[config.mk]
export PLATFORM = sky130hd
export DESIGN_NAME = ops_out
export DESIGN_NICKNAME = d
export VERILOG_FILES = /design/src/design/odd_poly_sign_approx_macros.svh /design/src/design/ops_pkg.sv /design/src/design/ops_out.sv
export SDC_FILE = /design/constraint.sdc
export NUM_CORES = 1
export LEC_CHECK = 0
export ABC_AREA = 1
export BUFFER_PORTS_ARGS = -buffer_cell sky130_fd_sc_hd__buf_4
export CELL_PAD_IN_SITES_DETAIL_PLACEMENT = 0
export CELL_PAD_IN_SITES_GLOBAL_PLACEMENT = 2
export CORE_MARGIN = 2
export CORE_UTILIZATION = 23
export CTS_CLUSTER_DIAMETER = 40
export DETAILED_ROUTE_END_ITERATION = 8
export PLACE_DENSITY = 0.9
export SYNTH_ARGS = -nofsm -noshare
export SYNTH_HDL_FRONTEND = slang
export SYNTH_SLANG_ARGS = --single-unit
[constraint.sdc]
create_clock -name clk -period 6.9 [get_ports clk]
set_clock_uncertainty 0.1 [all_clocks]
set_input_delay 1.38 -clock clk [delete_from_list [all_inputs] [get_ports clk]]
set_output_delay 1.38 -clock clk [all_outputs]
set_load 0.005 [all_outputs]
[src/design/odd_poly_sign_approx_macros.svh]
// ----------------------------------------------------------------------------
// Assertion macros for the odd sign-approximation polynomial block
// Shared wrappers that keep the concurrent checks in the top level short.
// ----------------------------------------------------------------------------
`ifndef ODD_POLY_SIGN_APPROX_MACROS_SVH
`define ODD_POLY_SIGN_APPROX_MACROS_SVH

// Same-cycle implication, disabled while reset is asserted.
`define OPS_ASSERT_SAME(lbl, clk, rstn, ante, cons, msg) \
	lbl: assert property (@(posedge clk) disable iff (!rstn) (ante) |-> (cons)) else $error(msg);

// Next-cycle implication, disabled while reset is asserted.
`define OPS_ASSERT_NEXT(lbl, clk, rstn, ante, cons, msg) \
	lbl: assert property (@(posedge clk) disable iff (!rstn) (ante) |=> (cons)) else $error(msg);

`endif

[src/design/ops_pkg.sv]
// ----------------------------------------------------------------------------
// Odd sign-approximation polynomial package
// Shared widths, command codes and the coefficient table.
// ----------------------------------------------------------------------------
package ops_pkg;

	localparam int DATA_W        = 32;
	localparam int CMD_W         = 4;
	localparam int FRAC_BITS_DEF = 30;
	localparam int ACC_INT_W     = 18;   // integer bits of the Horner accumulator
	localparam int T_INT_W       = 4;    // integer bits of x squared
	localparam int COEF_W        = 18;
	localparam int COEF_FRAC     = 10;
	localparam int NUM_TERMS     = 5;
	localparam int NUM_POLYS     = 8;
	localparam int POLY_SEL_W    = $clog2(NUM_POLYS);
	localparam int TERM_IDX_W    = $clog2(NUM_TERMS);

	typedef logic [CMD_W-1:0]             cmd_t;
	typedef logic [TERM_IDX_W-1:0]        term_idx_t;
	typedef logic signed [COEF_W-1:0]     coef_t;

	localparam cmd_t CMD_POLY_FIRST = 4'd0;
	localparam cmd_t CMD_POLY_LAST  = 4'd7;
	localparam cmd_t CMD_HALF       = 4'd8;

	localparam logic signed [DATA_W-1:0] Y_MAX = 32'sh7fff_ffff;
	localparam logic signed [DATA_W-1:0] Y_MIN = 32'sh8000_0000;

	// Odd coefficients c9, c7, c5, c3, c1, each an integer over 2^10.
	localparam coef_t COEF_TAB [NUM_POLYS][NUM_TERMS] = '{
		'{     18'sd0,       18'sd0,      18'sd0,   -18'sd512,  18'sd1536 },
		'{     18'sd0,       18'sd0,    18'sd384,  -18'sd1280,  18'sd1920 },
		'{     18'sd0,    -18'sd320,   18'sd1344,  -18'sd2240,  18'sd2240 },
		'{   18'sd280,   -18'sd1440,   18'sd3024,  -18'sd3360,  18'sd2520 },
		'{     18'sd0,       18'sd0,      18'sd0,  -18'sd1359,  18'sd2126 },
		'{     18'sd0,       18'sd0,   18'sd3796,  -18'sd6108,  18'sd3334 },
		'{     18'sd0,  -18'sd12860,  18'sd25614, -18'sd16577,  18'sd4589 },
		'{ 18'sd46623, -18'sd113492,  18'sd97015, -18'sd34974,  18'sd5850 }
	};

	// Coefficient of term k for a command; commands outside the polynomial
	// set read as zero.
	function automatic coef_t coef_lookup(cmd_t cmd, term_idx_t k);
		coef_t c;
		c = '0;
		if (cmd <= CMD_POLY_LAST && k < TERM_IDX_W'(NUM_TERMS)) begin
			c = COEF_TAB[cmd[POLY_SEL_W-1:0]][k];
		end
		return c;
	endfunction

endpackage

[src/design/ops_out.sv]
// ----------------------------------------------------------------------------
// Result stage
// Selects the result by command, saturates it to 32 bits and holds it in the
// output register until the receiver takes it.
// ----------------------------------------------------------------------------
module ops_out #(
	parameter int FRAC_BITS = ops_pkg::FRAC_BITS_DEF,
	parameter int A_W       = FRAC_BITS + ops_pkg::ACC_INT_W
) (
	input  logic                              clk,
	input  logic                              arst_n,
	input  logic                              in_valid,
	output logic                              in_ready,
	input  ops_pkg::cmd_t                     cmd,
	input  logic signed [ops_pkg::DATA_W-1:0] x,
	input  logic signed [A_W-1:0]             r,
	output logic                              out_valid,
	input  logic                              out_ready,
	output logic signed [ops_pkg::DATA_W-1:0] y,
	output logic                              saturated
);

	localparam int DW = ops_pkg::DATA_W;
	localparam logic signed [DW:0] ONE = {{DW{1'b0}}, 1'b1} << FRAC_BITS;

	logic signed [DW:0]   x_plus_one;
	logic                 fits;
	logic signed [DW-1:0] y_d;
	logic                 sat_d;
	logic                 valid_q;
	logic signed [DW-1:0] y_q;
	logic                 sat_q;

	always_comb begin
		x_plus_one = {x[DW-1], x} + ONE;
		fits       = (&r[A_W-1:DW-1]) || !(|r[A_W-1:DW-1]);
		y_d        = '0;
		sat_d      = 1'b0;
		if (cmd == ops_pkg::CMD_HALF) begin
			y_d = x_plus_one[DW:1];
		end else if (cmd inside {[ops_pkg::CMD_POLY_FIRST:ops_pkg::CMD_POLY_LAST]}) begin
			if (fits) begin
				y_d = r[DW-1:0];
			end else begin
				sat_d = 1'b1;
				y_d   = r[A_W-1] ? ops_pkg::Y_MIN : ops_pkg::Y_MAX;
			end
		end
	end

	assign in_ready = !valid_q || out_ready;

	always_ff @(posedge clk or negedge arst_n) begin
		if (!arst_n) begin
			valid_q <= 1'b0;
		end else if (in_ready) begin
			valid_q <= in_valid;
		end
	end

	always_ff @(posedge clk) begin
		if (in_ready && in_valid) begin
			y_q   <= y_d;
			sat_q <= sat_d;
		end
	end

	assign out_valid = valid_q;
	assign y         = y_q;
	assign saturated = sat_q;

endmodule

==> flow_summary.json, run 1 <==
{
  "fp-row-count": 33,
  "wl_met1_um": 2297,
  "drt_iter0_markers": 27,
  "via_per_inst": 4.064,
  "synthTopCellsByArea": "edfxtp_1 (51%), nand2_1 (32%), buf_6 (4.7%)",
  "synth-edff-count": 33,
  "required_ns": 5.42,
  "dr_total_vias": 1898,
  "min_period_ns": 3.280,
  "drive_gt1_share_pct": 36.74,
  "holdWs_ns": 0.4885,
  "path_clk_slew_ns": 0.06,
  "power_density_nw_per_um2": 166.1,
  "synth_cells": 245,
  "dpl_cell_area_um2": 2860,
  "period_share_pct": 47.54,
  "synth_area_um2": 1933,
  "cts_sinks": 34,
  "core_area_um2": 8175,
  "setup_viol": 0,
  "grt_max_degree": 34,
  "synth_common_cells": "nand2_1 (166), edfxtp_1 (33), nor2_1 (13), buf_6 (8), inv_1 (7)",
  "rsz0062_at_grt": "false",
  "final_max_slew_viol_count": 0,
  "worstPathArrival_ns": 1.80,
  "leakage_nw": 1.469,
  "ioPinCount": 123,
  "max-cap-violations": 0,
  "portBuffers": 121,
  "die_area_um2": 9154,
  "cts-hold-fix-buffers": 0,
  "numCtsBuffers": 5,
  "dr.max_layer_used": "met4",
  "nets": 450,
  "synthArstFlopShare_pct": 2.941,
  "antenna_found_initial": 0,
  "first_pass_iters": 4,
  "area_growth_pct": 52.62,
  "stdcell_area_um2": 2950,
  "hold_viol": 0,
  "grt-ovfl-total": 0,
  "clk_latency_ns": 0.27,
  "root_buffer": "clkbuf_8",
  "status": "finished clean",
  "yosysMostFrequentCell": "nand2_1",
  "finalSetupTns_ns": 0,
  "fp.dieH_um": 95.68,
  "met3_length_um": 610,
  "cts_buffer_depth": 2,
  "syn_nets": 334,
  "yosys.cell_types.count": 20,
  "synthFlopType": "edfxtp_1",
  "fin_ws_ns": 3.620,
  "htree_levels": 2,
  "first_global_vias": 1922,
  "yosysTopAreaCell": "edfxtp_1",
  "postSynthAreaPerCell_um2": 7.890,
  "drc": 0,
  "irDropWorstVdd_mv": 0.06406,
  "slew_headroom_pct": 26.14,
  "cts_tree": "built",
  "grt_pass1_wl_um": 8500,
  "nFillCells": 878,
  "place_ws_ns": 3.288,
  "critPathKind": "primary input to output port",
  "startpoint_type": "primary input",
  "synth_top_cell_area_share_pct": 51.26,
  "worst_hold_path_type": "flop to flop",
  "wl_per_cell_um": 11.52,
  "die_x_um": 95.68,
  "antenna_left": 0,
  "cp_max_fo": 2,
  "ys_warn_count": 0,
  "start_util_pct": 23.65,
  "met2_length_um": 2454,
  "worstMarginPinSlew_ns": 1.105,
  "gp_congestion": 0.6780,
  "end_kind": "output port",
  "synth_seq_cells": 34,
  "cts_resized": 0,
  "wirelength_um": 5381,
  "dpl.hpwl_um": 3734,
  "insertedDiodeCount": 0,
  "fmax_mhz": 304.9,
  "postCtsSetupRepairBufs": 0,
  "grt_usage_pct": 11.80,
  "ys_seq_area_share_pct": 52.56
}
==> registers in the layout, summed over array words and instances (netlist names) <==
signal     count
y             32
saturated      1
out_valid      1
==> through the flow <==
stage / utilization, % / instances / power (mW)
after global routing: 36.09 / 467 / 0.5176
after floorplan: - / 245 / 0.2815
after detailed placement: 34.99 / 459 / 0.3434
after global placement: 34.99 / 459 / 0.3429
after CTS: 36.09 / 467 / 0.4997
final: 36.09 / 467 / 0.4901
==> cells by family after synthesis <==
family	after synthesis	synth area share, %
flops	34	52.56
compound gates	2	0.5173
buf+inv	19	7.767
simple gates	189	38.51
fa+ha+maj	1	0.6471
==> layout make-up <==
cell class                 count  area [um^2]  area share [%]
sequential                    34         1016           34.44
timing repair buffer         121        908.4           30.79
multi-input combinational    192        778.2           26.38
tap                          105        131.4           4.453
clock buffer                   8        90.09           3.053
inverter                       7        26.28          0.8906
==> where the power goes <==
part / internal, mW / switching [mW] / leakage [nW]
clock: 0.0815 / 0.0715 / 0.0455
sequential: 0.242 / 0.00394 / 0.334
combinational: 0.0533 / 0.0375 / 1.09
total: 0.377 / 0.113 / 1.47
==> placed cells by master (no fill, tap or decap) <==
cell type and n:
nand2_1 166, buf_4 121, edfxtp_1 33, nor2_1 13, inv_1 7, clkbuf_8 6, nand4_1 2, nand3_2 2
clkbuf_1 2, nand3_1 1, or2_1 1, nor2_2 1, nor3_1 1, nand2_4 1, or2_2 1, a21oi_4 1
o21ai_0 1, ha_1 1, dfrtp_1 1
==> path summary, 6_finish.rpt <==
check / end / cells past startpoint / start / slack [ns]
worst max-delay path: in_ready / 4 / out_ready / 3.62
worst min-delay path: out_valid$_DFFE_PN0N_ / 2 / out_valid$_DFFE_PN0N_ / 0.49
worst max register to register: y[16]$_DFFE_PP_ / 1 / out_valid$_DFFE_PN0N_ / 5.12
worst min register to register: out_valid$_DFFE_PN0N_ / 2 / out_valid$_DFFE_PN0N_ / 0.49
max in group asynchronous: out_valid$_DFFE_PN0N_ / 1 / arst_n / 5.85
min in group asynchronous: out_valid$_DFFE_PN0N_ / 1 / arst_n / 0.77
==> critical path, stage by stage <==
cell and delay [ns]:
buf_4 0.11, inv_1 0.09, nand2_1 0.08, buf_4 0.14
==> routing by layer <==
metal,GRT usage (%),vias to the layer above
met4,2.500,0
met2,20.05,91
met3,3.953,2
met1,14.52,812
met5,0,-
li1,-,993
(Power assumes the default switching activity.)
==> run 2, diff against run 1 <==
- CORE_UTILIZATION: 23 -> 22
- PLACE_DENSITY: 0.9 -> 0.87
- clock period: 6.9 -> 3.4 ns (I/O delays scaled with it)
==> run 2 against run 1 <==
- routed wire length up 3.9%
- sequential share of layout area down 0.60 points
- combinational power up 110%
- critical path depth up 4
- cell count up 1.3%
- flip-flop and latch count unchanged
- non-clock buffer count up 3
- sequential power up 100%
- hold slack worse by 0.43 ns
- die area up 4.4%
- global-route usage up 0.22 points
==> flow_summary.json, run 2 (same netlist as run 1, synthesis figures left out) <==
{
  "status": "finished clean",
  "utilization_pct": 34.77,
  "largest_register_ffs": 32,
  "grt_max_degree": 33,
  "gp_congestion": 0.7068,
  "worstMarginPinSlew_ns": 1.073,
  "cts_tree": "built",
  "portBuffers": 121,
  "setup_viol": 0,
  "crit_family": "simple AND/OR/NAND/NOR gates",
  "fin_ws_ns": 1.290,
  "cp_max_fo": 31,
  "cpPeakStageDelay_ns": 0.51,
  "insertedDiodeCount": 0,
  "grt_pass1_wl_um": 9287,
  "cts-hold-fix-buffers": 0,
  "die_area_um2": 9553,
  "period_share_pct": 62.04,
  "final_max_slew_viol_count": 0,
  "area_growth_pct": 55.34,
  "clk_latency_ns": 0.28,
  "cp_common_cell": "nand2_1",
  "crit_chain": "buf_4, or2_1, nor2_2, nand3_2, nand3_2, nand2_1, nand2_1, nand2_1",
  "required_ns": 3.34,
  "path_clk_slew_ns": 0.07,
  "finalSetupTns_ns": 0,
  "grt_usage_pct": 12.02,
  "min_period_ns": 2.110,
  "antenna_found_initial": 0,
  "nFillCells": 933,
  "dr_total_vias": 1914,
  "drive_gt1_share_pct": 37.53,
  "leakage_nw": 1.497,
  "worstPathArrival_ns": 2.05,
  "first_global_vias": 1948,
  "via_per_inst": 4.047,
  "wl_per_cell_um": 11.82,
  "final_cell_mix": "nand2_1 (166), buf_4 (124), edfxtp_1 (33), nor2_1 (13), inv_1 (7)",
  "grt-ovfl-total": 0,
  "cts_sinks": 34,
  "nets": 453,
  "start_util_pct": 22.38,
  "final_common_cell": "nand2_1",
  "slew_headroom_pct": 28.38,
  "htree_levels": 2,
  "drc": 0,
  "die_x_um": 97.74,
  "irDropWorstVdd_mv": 0.2000,
  "postCtsSetupRepairBufs": 0,
  "first_pass_iters": 4,
  "ioPinCount": 123,
  "wirelength_um": 5589,
  "cts_resized": 0,
  "startpoint_type": "primary input",
  "cts_buffer_depth": 2,
  "register_area_um2": 1016,
  "fp-row-count": 34,
  "fp.dieH_um": 97.74,
  "crit_buf_inv": 1,
  "holdWs_ns": 0.06037,
  "worst_hold_path_type": "primary input to asynchronous set/reset pin",
  "drt_iter0_markers": 43,
  "multi_input_area_um2": 778.2,
  "critPathKind": "primary input to flop",
  "root_buffer": "clkbuf_8",
  "fmax_mhz": 474.0,
  "totalPowerFinal_mw": 1.076,
  "antenna_left": 0,
  "max-cap-violations": 0,
  "power_density_nw_per_um2": 358.2,
  "core_area_um2": 8636,
  "numCtsBuffers": 5,
  "slowest_stage": "nand3_2",
  "rsz0062_at_grt": "false",
  "end_kind": "flop",
  "dpl.hpwl_um": 3969,
  "hold_viol": 0,
  "place_ws_ns": 0.9721
}
run 2: cell types whose count changed in the layout (fill, tap and decap cells not counted):
cell	change
buf_4	+3
bufinv_16	+1
clkbuf_1	-1
run 2: worst paths after layout:
path / cells past startpoint / to / slack (ns) / startpoint
setup reg to reg: 2 / y[2]$_DFFE_PP_ / 1.61 / out_valid$_DFFE_PN0N_
hold reg to reg: 2 / out_valid$_DFFE_PN0N_ / 0.50 / out_valid$_DFFE_PN0N_
setup / recovery: 8 / y[13]$_DFFE_PP_ / 1.29 / r[34]
min in group clk: 2 / out_valid$_DFFE_PN0N_ / 0.50 / out_valid$_DFFE_PN0N_
max in group asynchronous: 1 / out_valid$_DFFE_PN0N_ / 3.06 / arst_n
hold / removal: 1 / out_valid$_DFFE_PN0N_ / 0.06 / arst_n
run 2: layer usage:
layer | GRT usage [%] | wire [um] | up-vias
met4 | 3.526 | 78 | 0
met1 | 14.95 | 2508 | 832
met5 | 0 | 0 | -
li1 | - | - | 998
met3 | 2.935 | 364 | 6
met2 | 20.74 | 2638 | 78
run 2: final cells by class:
type	instances	share of cell area, %
Clock inverter	1	1.000
Tap cell	108	4.500
Multi-Input combinational cell	192	25.92
Inverter	7	0.8750
Timing Repair Buffer	124	31.00
Sequential cell	34	33.83
Clock buffer	7	2.875
run 2: per-stage QoR:
stage | std cells | instance area (um^2)
2_1_floorplan | 245 | 1933
3_3_place_gp | 465 | 2887
3_5_place_dp | 465 | 2887
4_1_cts | 473 | 3003
5_1_grt | 473 | 3003
6_report | 473 | 3003
run 2: worst register-to-register path, cell delays in order (launching register included):
cell and delay, ns:
dfrtp_1 0.42, a21oi_4 0.70, buf_4 0.28
run 2: power breakdown:
group	leakage, nW	total (mW)	switching, mW	internal (mW)
Clock	0.0585	0.388	0.149	0.239
Combinational	1.10	0.188	0.0775	0.111
Sequential	0.334	0.500	0.00802	0.491
==> run 3, diff against run 2 <==
- CORE_UTILIZATION: 22 -> 19
- PLACE_DENSITY: 0.87 -> 0.8
- clock period: 3.4 -> 1.7 ns (I/O delays scaled with it)
==> run 3 against run 2 <==
- clock-buffer cell count grew 1
- sequential power rose by 100%
- via count is 0.42% higher
- clock power up 60%
- register-to-register slack lost 1.2 ns
- critical path depth up 1
- largest cell class is now buffers
- highest routed layer unchanged
==> flow_summary.json, run 3 (same netlist as run 1, synthesis figures left out) <==
{
  "status": "finished clean",
  "cts_resized": 0,
  "critPathKind": "primary input to flop",
  "grt-ovfl-total": 0,
  "cpPeakStageDelay_ns": 0.23,
  "root_buffer": "clkbuf_8",
  "slowest_stage": "or2_1",
  "antenna_found_initial": 0,
  "dpl.hpwl_um": 4272,
  "final_common_cell": "nand2_1",
  "die_x_um": 104.9,
  "hold_viol": 0,
  "leakage_nw": 1.530,
  "numCtsBuffers": 5,
  "place_inst": 495,
  "largest_register_ffs": 32,
  "first_pass_iters": 4,
  "final_cell_mix": "nand2_1 (166), buf_4 (125), edfxtp_1 (33), nor2_1 (13), inv_1 (7)",
  "holdWs_ns": 0.1880,
  "dr_total_vias": 1922,
  "antenna_left": 0,
  "portBuffers": 121,
  "area_growth_pct": 60.65,
  "cts_sinks": 34,
  "rsz0062_at_grt": "false",
  "grt_usage_pct": 10.65,
  "crit_family": "simple AND/OR/NAND/NOR gates",
  "core_area_um2": 9819,
  "totalPowerFinal_mw": 2.012,
  "htree_levels": 2,
  "via_per_inst": 3.813,
  "wl_per_cell_um": 11.49,
  "grt_max_degree": 34,
  "cp_common_cell": "nand2_1",
  "worstPathArrival_ns": 1.44,
  "ioPinCount": 123,
  "end_kind": "flop",
  "fp-row-count": 36,
  "setup_viol": 0,
  "wirelength_um": 5790,
  "fmax_mhz": 667.4,
  "postCtsSetupRepairBufs": 0,
  "grt_pass1_wl_um": 9439,
  "slew_headroom_pct": 75.70,
  "crit_buf_inv": 2,
  "drive_gt1_share_pct": 38.01,
  "worst-path-stages": 9,
  "nets": 459,
  "worstMarginPinSlew_ns": 0.3645,
  "insertedDiodeCount": 0,
  "period_share_pct": 88.13,
  "max-cap-violations": 0,
  "fp.dieH_um": 104.9,
  "drt_iter0_markers": 44,
  "clk_latency_ns": 0.28,
  "nFillCells": 1088,
  "drc": 0,
  "cp_max_fo": 19,
  "min_period_ns": 1.498,
  "final_cell_count_no_fill": 504,
  "path_clk_slew_ns": 0.07,
  "required_ns": 1.64,
  "irDropWorstVdd_mv": 0.2067,
  "crit_chain": "buf_4, or2_1, nor2_2, nand3_2, nand3_2, buf_12, nand2_1, nand2_1, nand2_1",
  "worst_hold_path_type": "primary input to flop",
  "startpoint_type": "primary input",
  "hold_depth": 3,
  "power_density_nw_per_um2": 647.8,
  "cts_tree": "built",
  "gp_congestion": 0.6896,
  "final_max_slew_viol_count": 0,
  "ff2ff_path_depth": 2,
  "start_util_pct": 19.69,
  "first_global_vias": 1971,
  "die_area_um2": 11000,
  "cts_buffer_depth": 2
}
run 3: layer usage:
| metal | vias up | part of all wire [%] | global-route usage (%) | routed length, um |
|---|---|---|---|---|
| met1 | 835 | 43 | 12.75 | 2518 |
| met3 | 4 | 7.6 | 3.618 | 441 |
| met2 | 73 | 48 | 18.46 | 2797 |
| li1 | 1010 | - | - | - |
| met4 | 0 | 0.57 | 2.286 | 33 |
| met5 | - | 0 | 0 | 0 |
run 3: repair_timing:
| action | in CTS | in global routing |
|---|---|---|
| setup endpoints to repair | 0 | 0 |
| endpoints found under the hold margin | 1 | 0 |
| hold buffers | 1 | 0 |
run 3: final timing paths:
path                                            start                    end  slack (ns)
max in group asynchronous                      arst_n  out_valid$_DFFE_PN0N_        1.16
worst min-delay path                         in_valid  out_valid$_DFFE_PN0N_        0.19
worst max register to register  out_valid$_DFFE_PN0N_        y[30]$_DFFE_PP_        0.43
min in group asynchronous                      arst_n  out_valid$_DFFE_PN0N_        0.26
worst max-delay path                            r[34]        y[11]$_DFFE_PP_        0.20
worst min register to register  out_valid$_DFFE_PN0N_  out_valid$_DFFE_PN0N_        0.51
run 3: layout make-up:
type / instances / area, um^2 / area share [%]
Multi-Input combinational cell: 192 / 778.2 / 25.06
Tap cell: 133 / 166.4 / 5.359
Clock buffer: 8 / 90.09 / 2.901
Timing Repair Buffer: 130 / 1028 / 33.12
Sequential cell: 34 / 1016 / 32.72
Inverter: 7 / 26.28 / 0.8461
run 3: power breakdown:
| group | switching [mW] | total [mW] | internal (mW) |
|---|---|---|---|
| logic | 0.158 | 0.393 | 0.236 |
| registers | 0.0157 | 0.998 | 0.983 |
| clock network | 0.289 | 0.620 | 0.331 |
| total | 0.463 | 2.01 | 1.55 |
run 3: through the flow:
stage               area, um^2  setup TNS (ns)  utilization [%]  setup WS, ns
floorplan                 1944               0                -        0.1670
global placement          3005          -2.406            30.61       -0.1024
detailed placement        3005          -2.954            30.61       -0.1216
CTS                       3105               0            31.63        0.1893
global route              3105               0            31.63        0.1176
finish                    3105               0            31.63        0.2017
run 3: tightest hold or removal path: stages:
cell and delay [ns]:
buf_4 0.07, inv_1 0.06, nand2_1 0.06
